### src/design/mbsp_pkg.sv
// ----------------------------------------------------------------------------
// mbsp_pkg
// shared types, status codes and the status length table for the midi byte
// stream parser
// ----------------------------------------------------------------------------
package mbsp_pkg;

    localparam int BYTE_W    = 8;
    localparam int CFG_IDX_W = 1;

    localparam logic [CFG_IDX_W-1:0] CFG_RT_ON  = 1'b0;
    localparam logic [CFG_IDX_W-1:0] CFG_DEF_ON = 1'b1;

    localparam logic [BYTE_W-1:0] ST_PROG_CHANGE = 8'hC0;
    localparam logic [BYTE_W-1:0] ST_PITCH_BEND  = 8'hE0;
    localparam logic [BYTE_W-1:0] ST_SYSEX_START = 8'hF0;
    localparam logic [BYTE_W-1:0] ST_MTC_QFRAME  = 8'hF1;
    localparam logic [BYTE_W-1:0] ST_SONG_POS    = 8'hF2;
    localparam logic [BYTE_W-1:0] ST_SONG_SEL    = 8'hF3;
    localparam logic [BYTE_W-1:0] ST_TUNE_REQ    = 8'hF6;
    localparam logic [BYTE_W-1:0] ST_SYSEX_END   = 8'hF7;
    localparam logic [BYTE_W-1:0] ST_RT_FIRST    = 8'hF8;

    typedef enum logic [1:0] {
        MODE_IDLE  = 2'd0,
        MODE_TWO   = 2'd1,
        MODE_THREE = 2'd2,
        MODE_SYSEX = 2'd3
    } mode_t;

    typedef enum logic [1:0] {
        LEN_NONE  = 2'd0,
        LEN_ONE   = 2'd1,
        LEN_TWO   = 2'd2,
        LEN_THREE = 2'd3
    } len_t;

    typedef enum logic {
        KIND_REALTIME = 1'b0,
        KIND_DEFAULT  = 1'b1
    } kind_t;

    typedef struct packed {
        logic              valid;
        logic [BYTE_W-1:0] data;
    } beat_t;

    typedef struct packed {
        kind_t             kind;
        logic [1:0]        count;
        logic [BYTE_W-1:0] first;
        logic [BYTE_W-1:0] second;
        logic [BYTE_W-1:0] third;
    } result_t;

    function automatic len_t status_len(input logic [BYTE_W-1:0] b);
        len_t len;
        if (b < ST_PROG_CHANGE)
        begin
            len = LEN_THREE;
        end
        else if (b < ST_PITCH_BEND)
        begin
            len = LEN_TWO;
        end
        else if (b < ST_SYSEX_START)
        begin
            len = LEN_THREE;
        end
        else
        begin
            case (b) inside
                ST_MTC_QFRAME, ST_SONG_SEL: len = LEN_TWO;
                ST_SONG_POS:                len = LEN_THREE;
                ST_TUNE_REQ:                len = LEN_ONE;
                default:                    len = (b >= ST_RT_FIRST) ? LEN_ONE : LEN_NONE;
            endcase
        end
        return len;
    endfunction

endpackage

### src/design/mbsp_in_stage.sv
// ----------------------------------------------------------------------------
// mbsp_in_stage
// input register: holds one byte until the parser can take it
// ----------------------------------------------------------------------------
module mbsp_in_stage (
    input  logic                        clk,
    input  logic                        rst_n,
    input  logic                        in_valid,
    output logic                        in_stall,
    input  logic [mbsp_pkg::BYTE_W-1:0] midi_byte,
    input  logic                        can_advance,
    output mbsp_pkg::beat_t             beat,
    output logic                        advance
);
    import mbsp_pkg::*;

    logic              valid_reg;
    logic              valid_next;
    logic [BYTE_W-1:0] data_reg;
    logic [BYTE_W-1:0] data_next;

    assign in_stall = valid_reg && !can_advance;
    assign advance  = valid_reg && can_advance;

    always_comb
    begin
        valid_next = valid_reg;
        data_next  = data_reg;
        if (!in_stall)
        begin
            valid_next = in_valid;
            if (in_valid)
            begin
                data_next = midi_byte;
            end
        end
    end

    always_ff @(posedge clk or negedge rst_n)
    begin
        if (!rst_n)
        begin
            valid_reg <= 1'b0;
        end
        else
        begin
            valid_reg <= valid_next;
        end
    end

    always_ff @(posedge clk)
    begin
        data_reg <= data_next;
    end

    assign beat.valid = valid_reg;
    assign beat.data  = data_reg;

endmodule

### src/design/mbsp_parse.sv
// ----------------------------------------------------------------------------
// mbsp_parse
// parse state, handler enables and the single-pass decode of one byte
// ----------------------------------------------------------------------------
module mbsp_parse (
    input  logic                           clk,
    input  logic                           rst_n,
    input  logic                           cfg_valid,
    input  logic [mbsp_pkg::CFG_IDX_W-1:0] cfg_index,
    input  logic                           cfg_data,
    input  mbsp_pkg::beat_t                beat,
    input  logic                           advance,
    output logic                           res_valid,
    output mbsp_pkg::result_t              res
);
    import mbsp_pkg::*;

    logic                   rt_on_reg;
    logic                   def_on_reg;
    mode_t                  mode_reg;
    mode_t                  mode_next;
    logic [1:0]             count_reg;
    logic [1:0]             count_next;
    logic [2:0][BYTE_W-1:0] held_reg;
    logic [2:0][BYTE_W-1:0] held_next;

    logic [BYTE_W-1:0]      b;
    logic [2:0][BYTE_W-1:0] w_held;
    logic [1:0]             w_cnt;
    logic [1:0]             c_clamp;
    logic [1:0]             c_inc;
    logic                   emit;
    logic [1:0]             e_cnt;
    logic [2:0][BYTE_W-1:0] e_bytes;
    logic                   rt_kind;

    assign b = beat.data;

    always_comb
    begin
        mode_next  = mode_reg;
        count_next = count_reg;
        held_next  = held_reg;
        emit       = 1'b0;
        e_cnt      = 2'd1;
        e_bytes    = {{(2*BYTE_W){1'b0}}, b};
        w_held     = held_reg;
        w_cnt      = count_reg;
        c_clamp    = (count_reg == 2'd3) ? 2'd2 : count_reg;
        c_inc      = c_clamp + 2'd1;
        if (advance)
        begin
            if (b >= ST_RT_FIRST)
            begin
                emit = 1'b1;
            end
            else if (b[BYTE_W-1])
            begin
                if (mode_reg != MODE_SYSEX)
                begin
                    w_held[0] = b;
                    w_cnt     = 2'd1;
                end
                held_next  = w_held;
                count_next = w_cnt;
                unique case (status_len(b))
                    LEN_ONE:
                    begin
                        mode_next = MODE_IDLE;
                        emit      = 1'b1;
                    end
                    LEN_TWO:   mode_next = MODE_TWO;
                    LEN_THREE: mode_next = MODE_THREE;
                    LEN_NONE:
                    begin
                        if (b == ST_SYSEX_START)
                        begin
                            mode_next = MODE_SYSEX;
                        end
                        else if (b == ST_SYSEX_END)
                        begin
                            c_clamp           = (w_cnt == 2'd3) ? 2'd2 : w_cnt;
                            c_inc             = c_clamp + 2'd1;
                            w_held[c_clamp]   = b;
                            held_next         = w_held;
                            count_next        = c_inc;
                            mode_next         = MODE_IDLE;
                            emit              = 1'b1;
                            e_cnt             = c_inc;
                            e_bytes           = w_held;
                        end
                        else
                        begin
                            mode_next  = MODE_IDLE;
                            count_next = 2'd0;
                        end
                    end
                    default:   mode_next = MODE_IDLE;
                endcase
            end
            else if (mode_reg != MODE_IDLE)
            begin
                w_held[c_clamp] = b;
                held_next       = w_held;
                e_bytes         = w_held;
                if (c_inc == 2'd3)
                begin
                    if (mode_reg != MODE_SYSEX)
                    begin
                        mode_next = MODE_IDLE;
                    end
                    count_next = 2'd0;
                    emit       = 1'b1;
                    e_cnt      = 2'd3;
                end
                else if (c_inc == 2'd2)
                begin
                    count_next = 2'd2;
                    if (mode_reg == MODE_TWO)
                    begin
                        mode_next = MODE_IDLE;
                        emit      = 1'b1;
                        e_cnt     = 2'd2;
                    end
                end
                else
                begin
                    count_next = c_inc;
                    if (mode_reg != MODE_SYSEX)
                    begin
                        mode_next = MODE_IDLE;
                    end
                end
            end
        end
    end

    // a lone real-time byte goes to its own handler when that is on
    assign rt_kind   = (e_cnt == 2'd1) && (e_bytes[0] >= ST_RT_FIRST) && rt_on_reg;
    assign res_valid = emit && (rt_kind || def_on_reg);

    assign res.kind   = rt_kind ? KIND_REALTIME : KIND_DEFAULT;
    assign res.count  = e_cnt;
    assign res.first  = e_bytes[0];
    assign res.second = (e_cnt >= 2'd2) ? e_bytes[1] : {BYTE_W{1'b0}};
    assign res.third  = (e_cnt == 2'd3) ? e_bytes[2] : {BYTE_W{1'b0}};

    always_ff @(posedge clk or negedge rst_n)
    begin
        if (!rst_n)
        begin
            rt_on_reg  <= 1'b0;
            def_on_reg <= 1'b0;
            mode_reg   <= MODE_IDLE;
            count_reg  <= 2'd0;
            held_reg   <= '0;
        end
        else
        begin
            if (cfg_valid && (cfg_index == CFG_RT_ON))
            begin
                rt_on_reg <= cfg_data;
            end
            if (cfg_valid && (cfg_index == CFG_DEF_ON))
            begin
                def_on_reg <= cfg_data;
            end
            mode_reg  <= mode_next;
            count_reg <= count_next;
            held_reg  <= held_next;
        end
    end

    a_res_needs_beat: assert property (@(posedge clk) disable iff (!rst_n)
        res_valid |-> advance && beat.valid)
        else $error("result produced without a byte in the input register");

    a_rt_kind_single: assert property (@(posedge clk) disable iff (!rst_n)
        res_valid && (res.kind == KIND_REALTIME) |-> (res.count == 2'd1) && (res.first >= ST_RT_FIRST))
        else $error("real-time result with wrong shape");

    a_rt_keeps_state: assert property (@(posedge clk) disable iff (!rst_n)
        advance && (b >= ST_RT_FIRST) |=> $stable(mode_reg) && $stable(count_reg) && $stable(held_reg))
        else $error("real-time byte disturbed the parse state");

    a_idle_drops_data: assert property (@(posedge clk) disable iff (!rst_n)
        advance && !b[BYTE_W-1] && (mode_reg == MODE_IDLE) |=> (mode_reg == MODE_IDLE) && $stable(count_reg))
        else $error("data byte while idle changed the parse state");

endmodule

### src/design/mbsp_out_stage.sv
// ----------------------------------------------------------------------------
// mbsp_out_stage
// result register: holds one result until the receiver takes it
// ----------------------------------------------------------------------------
module mbsp_out_stage (
    input  logic                        clk,
    input  logic                        rst_n,
    input  logic                        res_valid,
    input  mbsp_pkg::result_t           res,
    output logic                        can_advance,
    output logic                        out_valid,
    input  logic                        out_stall,
    output logic                        result_kind,
    output logic [1:0]                  byte_count,
    output logic [mbsp_pkg::BYTE_W-1:0] first_byte,
    output logic [mbsp_pkg::BYTE_W-1:0] second_byte,
    output logic [mbsp_pkg::BYTE_W-1:0] third_byte
);
    import mbsp_pkg::*;

    logic    valid_reg;
    logic    valid_next;
    result_t data_reg;
    result_t data_next;

    assign can_advance = !valid_reg || !out_stall;

    always_comb
    begin
        valid_next = valid_reg;
        data_next  = data_reg;
        if (can_advance)
        begin
            valid_next = res_valid;
            if (res_valid)
            begin
                data_next = res;
            end
        end
    end

    always_ff @(posedge clk or negedge rst_n)
    begin
        if (!rst_n)
        begin
            valid_reg <= 1'b0;
        end
        else
        begin
            valid_reg <= valid_next;
        end
    end

    always_ff @(posedge clk)
    begin
        data_reg <= data_next;
    end

    assign out_valid   = valid_reg;
    assign result_kind = data_reg.kind;
    assign byte_count  = data_reg.count;
    assign first_byte  = data_reg.first;
    assign second_byte = data_reg.second;
    assign third_byte  = data_reg.third;

endmodule

### src/design/midi_byte_stream_parser_core.sv
// path: a byte passes through the input register and then the result register on its way to out_valid
// throughput: one byte per cycle while out_stall does not hold the result register, set by the
//   single decode pass between the input register and the result register
// reset: asynchronous, clears the parse mode, held bytes and count, both
//   handler enables and both stage valids
// ----------------------------------------------------------------------------
// midi_byte_stream_parser_core
// assembles midi messages and sysex chunks from a stream of raw bytes
// ----------------------------------------------------------------------------
module midi_byte_stream_parser_core (
    input  logic                           clk,
    input  logic                           rst_n,
    input  logic                           in_valid,
    output logic                           in_stall,
    input  logic [mbsp_pkg::BYTE_W-1:0]    midi_byte,
    output logic                           out_valid,
    input  logic                           out_stall,
    output logic                           result_kind,
    output logic [1:0]                     byte_count,
    output logic [mbsp_pkg::BYTE_W-1:0]    first_byte,
    output logic [mbsp_pkg::BYTE_W-1:0]    second_byte,
    output logic [mbsp_pkg::BYTE_W-1:0]    third_byte,
    input  logic                           cfg_valid,
    output logic                           cfg_ready,
    input  logic [mbsp_pkg::CFG_IDX_W-1:0] cfg_index,
    input  logic                           cfg_data
);
    import mbsp_pkg::*;

    beat_t   beat;
    logic    advance;
    logic    can_advance;
    logic    res_valid;
    result_t res;

    assign cfg_ready = 1'b1;

    mbsp_in_stage u_in_stage (
        .clk         (clk),
        .rst_n       (rst_n),
        .in_valid    (in_valid),
        .in_stall    (in_stall),
        .midi_byte   (midi_byte),
        .can_advance (can_advance),
        .beat        (beat),
        .advance     (advance)
    );

    mbsp_parse u_parse (
        .clk       (clk),
        .rst_n     (rst_n),
        .cfg_valid (cfg_valid && cfg_ready),
        .cfg_index (cfg_index),
        .cfg_data  (cfg_data),
        .beat      (beat),
        .advance   (advance),
        .res_valid (res_valid),
        .res       (res)
    );

    mbsp_out_stage u_out_stage (
        .clk         (clk),
        .rst_n       (rst_n),
        .res_valid   (res_valid),
        .res         (res),
        .can_advance (can_advance),
        .out_valid   (out_valid),
        .out_stall   (out_stall),
        .result_kind (result_kind),
        .byte_count  (byte_count),
        .first_byte  (first_byte),
        .second_byte (second_byte),
        .third_byte  (third_byte)
    );

endmodule

### config.mk
export PLATFORM = sky130hd
export DESIGN_NAME = midi_byte_stream_parser_core
export DESIGN_NICKNAME = d
export VERILOG_FILES = /design/src/design/mbsp_pkg.sv /design/src/design/mbsp_in_stage.sv /design/src/design/mbsp_parse.sv /design/src/design/mbsp_out_stage.sv /design/src/design/midi_byte_stream_parser_core.sv
export SDC_FILE = /design/constraint.sdc
export NUM_CORES = 1
export LEC_CHECK = 0
export ABC_CLOCK_PERIOD_IN_PS = 8410
export BUFFER_PORTS_ARGS = -buffer_cell sky130_fd_sc_hd__buf_2
export CORE_MARGIN = 8
export CORE_UTILIZATION = 56
export DETAILED_ROUTE_END_ITERATION = 16
export PLACE_DENSITY_LB_ADDON = 0.15
export SLEW_MARGIN = 20
export SYNTH_ARGS = -nofsm -noshare
export SYNTH_HDL_FRONTEND = slang
export SYNTH_HIERARCHICAL = 1
export SYNTH_SLANG_ARGS = --single-unit
export TNS_END_PERCENT = 50
### constraint.sdc
create_clock -name clk -period 8.41 [get_ports clk]
set_input_delay 2.523 -clock clk [delete_from_list [all_inputs] [get_ports clk]]
set_output_delay 2.523 -clock clk [all_outputs]
set_load 0.05 [all_outputs]
==> results of run 1 <==
how the worst max path moves through the flow:
| stage | startpoint | to | slack (ns) | cells after the start |
|---|---|---|---|---|
| after floorplan | out_stall | in_stall | 2.86 | 3 |
| after global placement | out_stall | in_stall | 2.73 | 5 |
| after detailed placement | out_stall | in_stall | 2.73 | 5 |
| after CTS | out_stall | in_stall | 2.72 | 5 |
| after global routing | out_stall | in_stall | 2.67 | 5 |
| final | out_stall | in_stall | 2.73 | 5 |
power by group:
part,total [mW],switching [mW],internal (mW)
Clock,0.278,0.113,0.165
Combinational,0.383,0.241,0.143
Sequential,0.487,0.0949,0.392
metrics by stage:
stage | setup WS [ns] | total power, mW
2_1_floorplan | 2.86 | 0.791
3_3_place_gp | 2.73 | 0.851
3_5_place_dp | 2.73 | 0.864
4_1_cts | 2.72 | 1.14
5_1_grt | 2.67 | 1.21
6_report | 2.73 | 1.15
placed cells by master, fill, tap and decap left out, drive strengths merged, types with 9 or more instances in the layout:
cell	instances
a21oi	21
o22ai	13
clkbuf	11
inv	10
buf	45
edfxtp	35
nor2	44
a22oi	9
dfrtp	27
o21ai	26
nand2	17
metal layers:
| layer | global-route usage (%) | part of all wire [%] | vias to the layer above |
|---|---|---|---|
| met2 | 28.9 | 44 | 183 |
| met4 | 12.0 | 3.4 | 0 |
| met1 | 27.1 | 43 | 1301 |
| met3 | 4.21 | 10 | 30 |
| li1 | - | - | 1297 |
| met5 | 0 | 0 | - |
worst max-delay path: stages:
cell and delay, ns:
sky130_fd_sc_hd__buf_2 0.11, sky130_fd_sc_hd__nand2_1 0.08, sky130_fd_sc_hd__nand2b_4 0.16, sky130_fd_sc_hd__inv_1 0.04, sky130_fd_sc_hd__buf_2 0.25
layout make-up:
class,count,area [µm²]
clock inverter,5,73.8
timing repair buffer,45,230
sequential,62,1730
clock buffer,11,131
fill,493,2110
inverter,11,41.3
multi-input combinational,232,1520
tap,75,93.8
==> flow_summary.json, run 1 <==
{
  "outcome": "finished, final reports clean",
  "globalRouteOverflowTotal": 0,
  "setup_viol_count_final": 0,
  "timing.final.crit_share_pct": 67.6,
  "first_global_vias": 2671,
  "placed_area_um2": 3600,
  "wire_length_of_the_first_global_routing_pass_um": 13800,
  "core.rowCount": 28,
  "r2r.worst_path.cells": 8,
  "post_cts_resize_count": 0,
  "syn_nets": 346,
  "cts_tree": "built",
  "final_cell_area_um2": 3810,
  "postRouteAntennaNets": 0,
  "worst_slew_pin_slew_ns": 0.869,
  "dp.final_hpwl_um": 5830,
  "die_area_um2": 8920,
  "fin_worst_hold_slack_ns": 0.489,
  "area_grow_syn2layout_pct": 10.6,
  "wire_per_inst_um": 19.4,
  "worstHoldPathCells": 2,
  "report.final.hold_viol_count": 0,
  "synth.cell_area_um2": 3450,
  "finalNonFillerCells": 441,
  "vias_per_cell": 6.37,
  "final_core_utilization_pct": 64.4,
  "power_leakage_nw": 1.50,
  "ys_warn_count": 6,
  "worstPathMaxFanout": 3,
  "grt_overall_usage_pct": 20.0,
  "hold_path_class": "reg -> reg",
  "tritoncts_num_sinks": 62,
  "tritoncts_buffer_count": 9,
  "finalNetCount": 376,
  "synthCells": 331,
  "worst_clock_skew_ns": 0.00562,
  "grt_start_max_net_pins": 31,
  "worst_slew_margin_rel_pct": 42.0,
  "beginning_of_the_worst_register_to_register_path": "u_parse/count_reg[1]$_DFFE_PN0P_",
  "crit_arrival_ns": 3.16,
  "cts.path.max_buffers": 2,
  "end_of_the_worst_register_to_register_path": "u_out_stage/byte_count[0]$_DFFE_PP_",
  "maxCapViolations": 0,
  "placeableCoreArea_um2": 5920,
  "pwr_density_cell_nw_per_um2": 301,
  "clock_tree.root_cell": "sky130_fd_sc_hd__clkbuf_8",
  "wl_um": 8550,
  "numPortBuffers": 43,
  "ir_drop_uv": 192,
  "timing.reg2reg.setup_slack_ns": 4.83,
  "dpl.cell_count": 425,
  "hold_fix_buffers_cts": 0,
  "die_width_um": 94.5,
  "timing_max_transition_violations_final": 0,
  "setup-tns-final_ns": 0,
  "via_count": 2811,
  "finalWorstPathRequiredPeriod_ns": 5.68,
  "worst_setup_path_start_kind": "input port",
  "initial_core_util_pct": 58.2,
  "drt_first_pass_iters": 5,
  "post_route_cells_drive_above_1_share_pct": 23.5,
  "hold_crit_start": "u_parse/held_reg[11]$_DFFE_PN0P_",
  "required_ns": 5.89,
  "htreeDepth": 3,
  "largest_register_ffs": 19,
  "worst-setup-path-type": "in -> out",
  "place.gp.congestion": 0.929,
  "die_height_um": 94.5,
  "diodes": 0,
  "whs_endpoint": "u_parse/held_reg[11]$_DFFE_PN0P_",
  "post_synth.cell_area_avg_um2": 10.4,
  "detail_route.iter0.violations": 280,
  "post-cts-setup-buffers": 0,
  "antenna_found_initial": 0,
  "drc": 0,
  "clkLatencyLatePin_ns": 0.34,
  "rsz0062_at_grt": "false",
  "top_level_ports": 45,
  "clkSlewWorstSetupHoldPaths_ns": 0.07,
  "timing.fmax_mhz": 176,
  "critical_path.endpoint_type": "primary output"
}
No activity file was read; power rests on OpenSTA's default activity.
==> inputs of run 2 (changes only) <==
--- a/config.mk
+++ b/config.mk
@@ -5,10 +5,11 @@
 export SDC_FILE = /design/constraint.sdc
 export NUM_CORES = 1
 export LEC_CHECK = 0
-export ABC_CLOCK_PERIOD_IN_PS = 8410
+export ABC_AREA = 1
+export ABC_CLOCK_PERIOD_IN_PS = 5000
 export BUFFER_PORTS_ARGS = -buffer_cell sky130_fd_sc_hd__buf_2
 export CORE_MARGIN = 8
-export CORE_UTILIZATION = 56
+export CORE_UTILIZATION = 53
 export DETAILED_ROUTE_END_ITERATION = 16
 export PLACE_DENSITY_LB_ADDON = 0.15
 export SLEW_MARGIN = 20
==> constraint.sdc (replaced) <==
create_clock -name clk -period 5 [get_ports clk]
set_input_delay 1.5 -clock clk [delete_from_list [all_inputs] [get_ports clk]]
set_output_delay 1.5 -clock clk [all_outputs]
set_load 0.05 [all_outputs]
==> flow_summary.json, run 2 <==
{
  "final_cell_mix": "116 x sky130_fd_sc_hd__nand2_1, 54 x sky130_fd_sc_hd__o21ai_0, 47 x sky130_fd_sc_hd__inv_1",
  "finalNetCount": 518,
  "tritoncts_num_sinks": 67,
  "end_of_the_worst_register_to_register_path": "u_out_stage/first_byte[0]$_DFFE_PP_",
  "final_critical_path_setup_slack_ns": 1.30,
  "crit_arrival_ns": 3.70,
  "diodes": 0,
  "placeableCoreArea_um2": 7100,
  "die_area_um2": 10100,
  "via_count": 3405,
  "setup-tns-final_ns": 0,
  "place.gp.congestion": 0.932,
  "worst-setup-path-type": "in -> reg",
  "clkSlewWorstSetupHoldPaths_ns": 0.07,
  "worst_clock_skew_ns": 0.0127,
  "grt_util_met3_pct": 4.97,
  "syn_nets": 481,
  "grt_start_max_net_pins": 33,
  "post_route_cells_drive_above_1_share_pct": 18.3,
  "dp.final_hpwl_um": 6790,
  "die_height_um": 101,
  "ir_drop_uv": 316,
  "timing.fmax_mhz": 270,
  "gr-max-usage-layer": "met2",
  "final_core_utilization_pct": 59.9,
  "post_synth.cell_area_avg_um2": 8.15,
  "clkLatencyLatePin_ns": 0.34,
  "worstPathMaxFanout": 27,
  "first_global_vias": 3372,
  "outcome": "finished, final reports clean",
  "numPortBuffers": 43,
  "drc": 0,
  "initial_core_util_pct": 53.5,
  "worst_slew_pin_slew_ns": 0.851,
  "setup_viol_count_final": 0,
  "wire_per_inst_um": 16.5,
  "worst_slew_margin_rel_pct": 43.0,
  "r2r.worst_path.cells": 15,
  "hold_fix_buffers_cts": 0,
  "core.rowCount": 31,
  "htreeDepth": 3,
  "top_level_ports": 45,
  "rsz0062_at_grt": "false",
  "cts.path.max_buffers": 2,
  "antenna_found_initial": 0,
  "largest_register_ffs": 24,
  "timing.reg2reg.setup_slack_ns": 1.97,
  "clock_tree.root_cell": "sky130_fd_sc_hd__clkbuf_8",
  "die_width_um": 101,
  "hold_path_class": "reg -> reg",
  "required_ns": 4.99,
  "timing_max_transition_violations_final": 0,
  "ys_warn_count": 6,
  "post_cts_resize_count": 0,
  "synthCells": 466,
  "worst_setup_path_start_kind": "input port",
  "globalRouteOverflowTotal": 0,
  "preCtsSetupSlack_ns": 0.963,
  "postRouteAntennaNets": 0,
  "finalWorstPathRequiredPeriod_ns": 3.70,
  "most_frequent_standard_cell_in_the_layout_excluding_fill_and_tap_cells": "sky130_fd_sc_hd__nand2_1",
  "critical_path.endpoint_type": "flip-flop",
  "report.final.hold_viol_count": 0,
  "beginning_of_the_worst_register_to_register_path": "u_in_stage/data_reg[5]$_DFFE_PP_",
  "detail_route.iter0.violations": 274,
  "post-cts-setup-buffers": 0,
  "area_grow_syn2layout_pct": 11.9,
  "vias_per_cell": 5.61,
  "gr-usage-met2_pct": 31.9,
  "met1_usage_pct": 27.5,
  "synth.cell_area_um2": 3800,
  "wire_length_of_the_first_global_routing_pass_um": 16600,
  "timing.final.crit_share_pct": 74.1,
  "drt_first_pass_iters": 5,
  "wl_um": 10000,
  "crit_path_end": "u_out_stage/first_byte[0]$_DFFE_PP_",
  "worstSetupStartpoint": "out_stall",
  "tritoncts_buffer_count": 9,
  "power_leakage_nw": 1.87,
  "cts_tree": "built",
  "pwr_density_cell_nw_per_um2": 489,
  "grt_overall_usage_pct": 21.0,
  "maxCapViolations": 0
}
## run 2: per-stage QoR
stage	hold slack, ns	total power, mW	instances	instance area, µm²
after floorplan	0.453	1.44	466	3800
after global placement	0.467	1.60	591	4050
after detailed placement	0.482	1.61	591	4050
after CTS	0.498	2.07	607	4250
after global routing	0.529	2.22	607	4250
final	0.501	2.08	607	4250
## run 2: layout make-up
cell class,instances,area (µm²)
clock buffer,15,168
clock inverter,1,30.0
fill,633,2850
inverter,56,210
multi-input combinational,322,1620
sequential,67,1850
tap,99,124
timing repair buffer,47,245
## run 2: worst min path at each step
stage	from	to	slack, ns	cells after the start
after global routing	u_parse/held_reg[6]$_DFFE_PN0P_	u_parse/held_reg[6]$_DFFE_PN0P_	0.53	2
final	u_parse/held_reg[6]$_DFFE_PN0P_	u_parse/held_reg[6]$_DFFE_PN0P_	0.50	2
after floorplan	u_parse/held_reg[4]$_DFFE_PN0P_	u_parse/held_reg[4]$_DFFE_PN0P_	0.45	2
after detailed placement	u_parse/held_reg[6]$_DFFE_PN0P_	u_parse/held_reg[6]$_DFFE_PN0P_	0.48	2
after global placement	u_parse/held_reg[5]$_DFFE_PN0P_	u_parse/held_reg[5]$_DFFE_PN0P_	0.47	2
after CTS	u_parse/held_reg[4]$_DFFE_PN0P_	u_parse/held_reg[4]$_DFFE_PN0P_	0.50	2
## run 2: layer usage
layer	up-vias	share of wire [%]
met3	31	9.0
li1	1646	-
met1	1538	43
met4	0	2.8
met2	190	45
met5	-	0
## run 2: power breakdown
part	switching, mW	internal, mW	leakage [nW]
Sequential	0.0967	0.720	0.740
Clock	0.194	0.262	0.0971
Combinational	0.563	0.244	1.04
Total	0.854	1.23	1.87
## run 2: worst max-delay path: stages
cell and delay, ns:
sky130_fd_sc_hd__buf_2 0.11, sky130_fd_sc_hd__nand2_1 0.15, sky130_fd_sc_hd__nand2_1 0.08, sky130_fd_sc_hd__inv_1 0.14
sky130_fd_sc_hd__inv_2 0.14, sky130_fd_sc_hd__a21oi_4 0.24, sky130_fd_sc_hd__nand2_1 0.17, sky130_fd_sc_hd__nor2_1 0.12
sky130_fd_sc_hd__nor2_1 0.05, sky130_fd_sc_hd__nand2_1 0.08, sky130_fd_sc_hd__nand2_1 0.06, sky130_fd_sc_hd__nor2_1 0.08
sky130_fd_sc_hd__nand2_1 0.10, sky130_fd_sc_hd__a21oi_2 0.12, sky130_fd_sc_hd__inv_1 0.07, sky130_fd_sc_hd__a21oi_2 0.10
sky130_fd_sc_hd__buf_4 0.37
==> inputs of run 3 (changes only) <==
--- a/config.mk
+++ b/config.mk
@@ -6,10 +6,10 @@
 export NUM_CORES = 1
 export LEC_CHECK = 0
 export ABC_AREA = 1
-export ABC_CLOCK_PERIOD_IN_PS = 5000
+export ABC_CLOCK_PERIOD_IN_PS = 3800
 export BUFFER_PORTS_ARGS = -buffer_cell sky130_fd_sc_hd__buf_2
 export CORE_MARGIN = 8
-export CORE_UTILIZATION = 53
+export CORE_UTILIZATION = 56
 export DETAILED_ROUTE_END_ITERATION = 16
 export PLACE_DENSITY_LB_ADDON = 0.15
 export SLEW_MARGIN = 20
==> constraint.sdc (replaced) <==
create_clock -name clk -period 3.8 [get_ports clk]
set_input_delay 1.14 -clock clk [delete_from_list [all_inputs] [get_ports clk]]
set_output_delay 1.14 -clock clk [all_outputs]
set_load 0.05 [all_outputs]
==> flow_summary.json, run 3 (synthesis results as in run 2) <==
{
  "outcome": "finished, final reports clean",
  "place.gp.congestion": 0.908,
  "largest_register_ffs": 24,
  "postRouteAntennaNets": 0,
  "grt_start_max_net_pins": 33,
  "die_area_um2": 9670,
  "timing_max_transition_violations_final": 0,
  "r2r.worst_path.cells": 16,
  "pwr_density_cell_nw_per_um2": 653,
  "beginning_of_the_worst_register_to_register_path": "u_in_stage/data_reg[3]$_DFFE_PP_",
  "worst_clock_skew_ns": 0.0108,
  "die_width_um": 98.4,
  "drt_first_pass_iters": 5,
  "timing.fmax_mhz": 319,
  "setup-tns-final_ns": 0,
  "finalWorstPathRequiredPeriod_ns": 3.13,
  "required_ns": 3.84,
  "clkLatencyLatePin_ns": 0.34,
  "critPathMaxStageDelay_ns": 0.24,
  "timing.final.crit_share_pct": 82.4,
  "timing.reg2reg.setup_slack_ns": 0.74,
  "htreeDepth": 3,
  "area_grow_syn2layout_pct": 11.6,
  "timing.critical_path.cells": "buf_2 > nand2_1 > nand2_1 > inv_1 > inv_2 > a21oi_4 > nand2_1 > nor2_1 > nor2_1 > nand2_1 > nand2_1 > nor2_1 > nand2_1 > a21oi_2 > inv_1 > a21oi_2 > buf_12",
  "report.final.hold_viol_count": 0,
  "critical_path.endpoint_type": "flip-flop",
  "via_count": 3437,
  "post_cts_resize_count": 0,
  "whs_endpoint": "u_parse/held_reg[4]$_DFFE_PN0P_",
  "antenna_found_initial": 0,
  "worst_setup_path_start_kind": "input port",
  "diodes": 0,
  "critical-path-top-cell-by-count": "sky130_fd_sc_hd__nand2_1",
  "placed_area_um2": 4030,
  "crit_arrival_ns": 3.17,
  "p_total_mw": 2.77,
  "cts.path.max_buffers": 2,
  "placeableCoreArea_um2": 6680,
  "drc": 0,
  "final_cell_mix": "116 x sky130_fd_sc_hd__nand2_1, 54 x sky130_fd_sc_hd__o21ai_0, 47 x sky130_fd_sc_hd__inv_1",
  "most_frequent_standard_cell_in_the_layout_excluding_fill_and_tap_cells": "sky130_fd_sc_hd__nand2_1",
  "cts_tree": "built",
  "rsz0062_at_grt": "false",
  "layout.filler_cells": 599,
  "numPortBuffers": 43,
  "ir_drop_uv": 423,
  "wl_um": 9980,
  "top_level_ports": 45,
  "dp.final_hpwl_um": 6950,
  "core.rowCount": 30,
  "clkSlewWorstSetupHoldPaths_ns": 0.07,
  "worst_slew_margin_rel_pct": 39.7,
  "globalRouteOverflowTotal": 0,
  "finalNetCount": 517,
  "post_route_cells_drive_above_1_share_pct": 18.8,
  "worst-setup-path-type": "in -> reg",
  "hold_path_class": "reg -> reg",
  "hold_crit_start": "u_parse/held_reg[4]$_DFFE_PN0P_",
  "initial_core_util_pct": 56.9,
  "final_cell_area_um2": 4240,
  "crit_slowest_cell": "sky130_fd_sc_hd__a21oi_4",
  "setup_viol_count_final": 0,
  "wire_per_inst_um": 17.0,
  "worstPathMaxFanout": 27,
  "hold_fix_buffers_cts": 0,
  "tritoncts_buffer_count": 9,
  "worst_slew_pin_slew_ns": 0.901,
  "grt_overall_usage_pct": 20.9,
  "detail_route.iter0.violations": 331,
  "fin_worst_hold_slack_ns": 0.492,
  "first_global_vias": 3185,
  "tritoncts_num_sinks": 67,
  "final_core_utilization_pct": 63.4,
  "maxCapViolations": 0,
  "post-cts-setup-buffers": 0,
  "vias_per_cell": 5.87,
  "end_of_the_worst_register_to_register_path": "u_out_stage/first_byte[7]$_DFFE_PP_",
  "clock_tree.root_cell": "sky130_fd_sc_hd__clkbuf_8",
  "die_height_um": 98.4,
  "wire_length_of_the_first_global_routing_pass_um": 16100,
  "worstHoldPathCells": 2,
  "power_leakage_nw": 1.88
}
[run 3: area by class of cell]
| class | count | area (µm²) | share of cell area (%) |
|---|---|---|---|
| repair buffers | 46 | 250 | 5.90 |
| multi-input cells | 322 | 1620 | 38.3 |
| clock buffers | 13 | 169 | 3.99 |
| flip-flops and latches | 67 | 1850 | 43.7 |
| well taps | 80 | 100 | 2.36 |
| clock inverters | 2 | 35.0 | 0.827 |
| inverters | 56 | 210 | 4.96 |
[run 3: worst max-delay path, delay by kind of cell]
family	cells	cell delay [ns]
simple gates	9	0.85
buf+inv	5	0.62
compound gates	3	0.51
[run 3: how the worst max path moves through the flow]
| stage | from | end | slack (ns) | depth (start not counted) |
|---|---|---|---|---|
| CTS | out_stall | u_out_stage/first_byte[7]$_DFFE_PP_ | 0.71 | 17 |
| finish | out_stall | u_out_stage/first_byte[7]$_DFFE_PP_ | 0.67 | 17 |
| global placement | out_stall | u_out_stage/third_byte[1]$_DFFE_PP_ | 0.40 | 17 |
| global route | out_stall | u_out_stage/first_byte[5]$_DFFE_PP_ | 0.49 | 17 |
| detailed placement | out_stall | u_out_stage/second_byte[4]$_DFFE_PP_ | 0.35 | 17 |
| floorplan | out_stall | u_out_stage/byte_count[0]$_DFFE_PP_ | 0.25 | 15 |
[run 3: where the power goes]
group	internal, mW	leakage (nW)	switching [mW]	total (mW)
clock network	0.353	0.106	0.260	0.613
logic	0.324	1.03	0.752	1.08
registers	0.947	0.740	0.130	1.08
total	1.62	1.88	1.14	2.77
[run 3: layer usage]
metal	track usage, %	routed length (µm)	up-vias
li1	-	-	1652
met1	27.1	4430	1604
met2	33.1	4570	160
met3	5.41	790	21
met4	7.20	193	0
met5	0	0	-
[run 3: per-stage QoR]
step                instances  setup slack [ns]
floorplan                 466             0.251
global placement          571             0.403
detailed placement        571             0.353
CTS                       586             0.710
global route              586             0.492
finish                    586             0.668
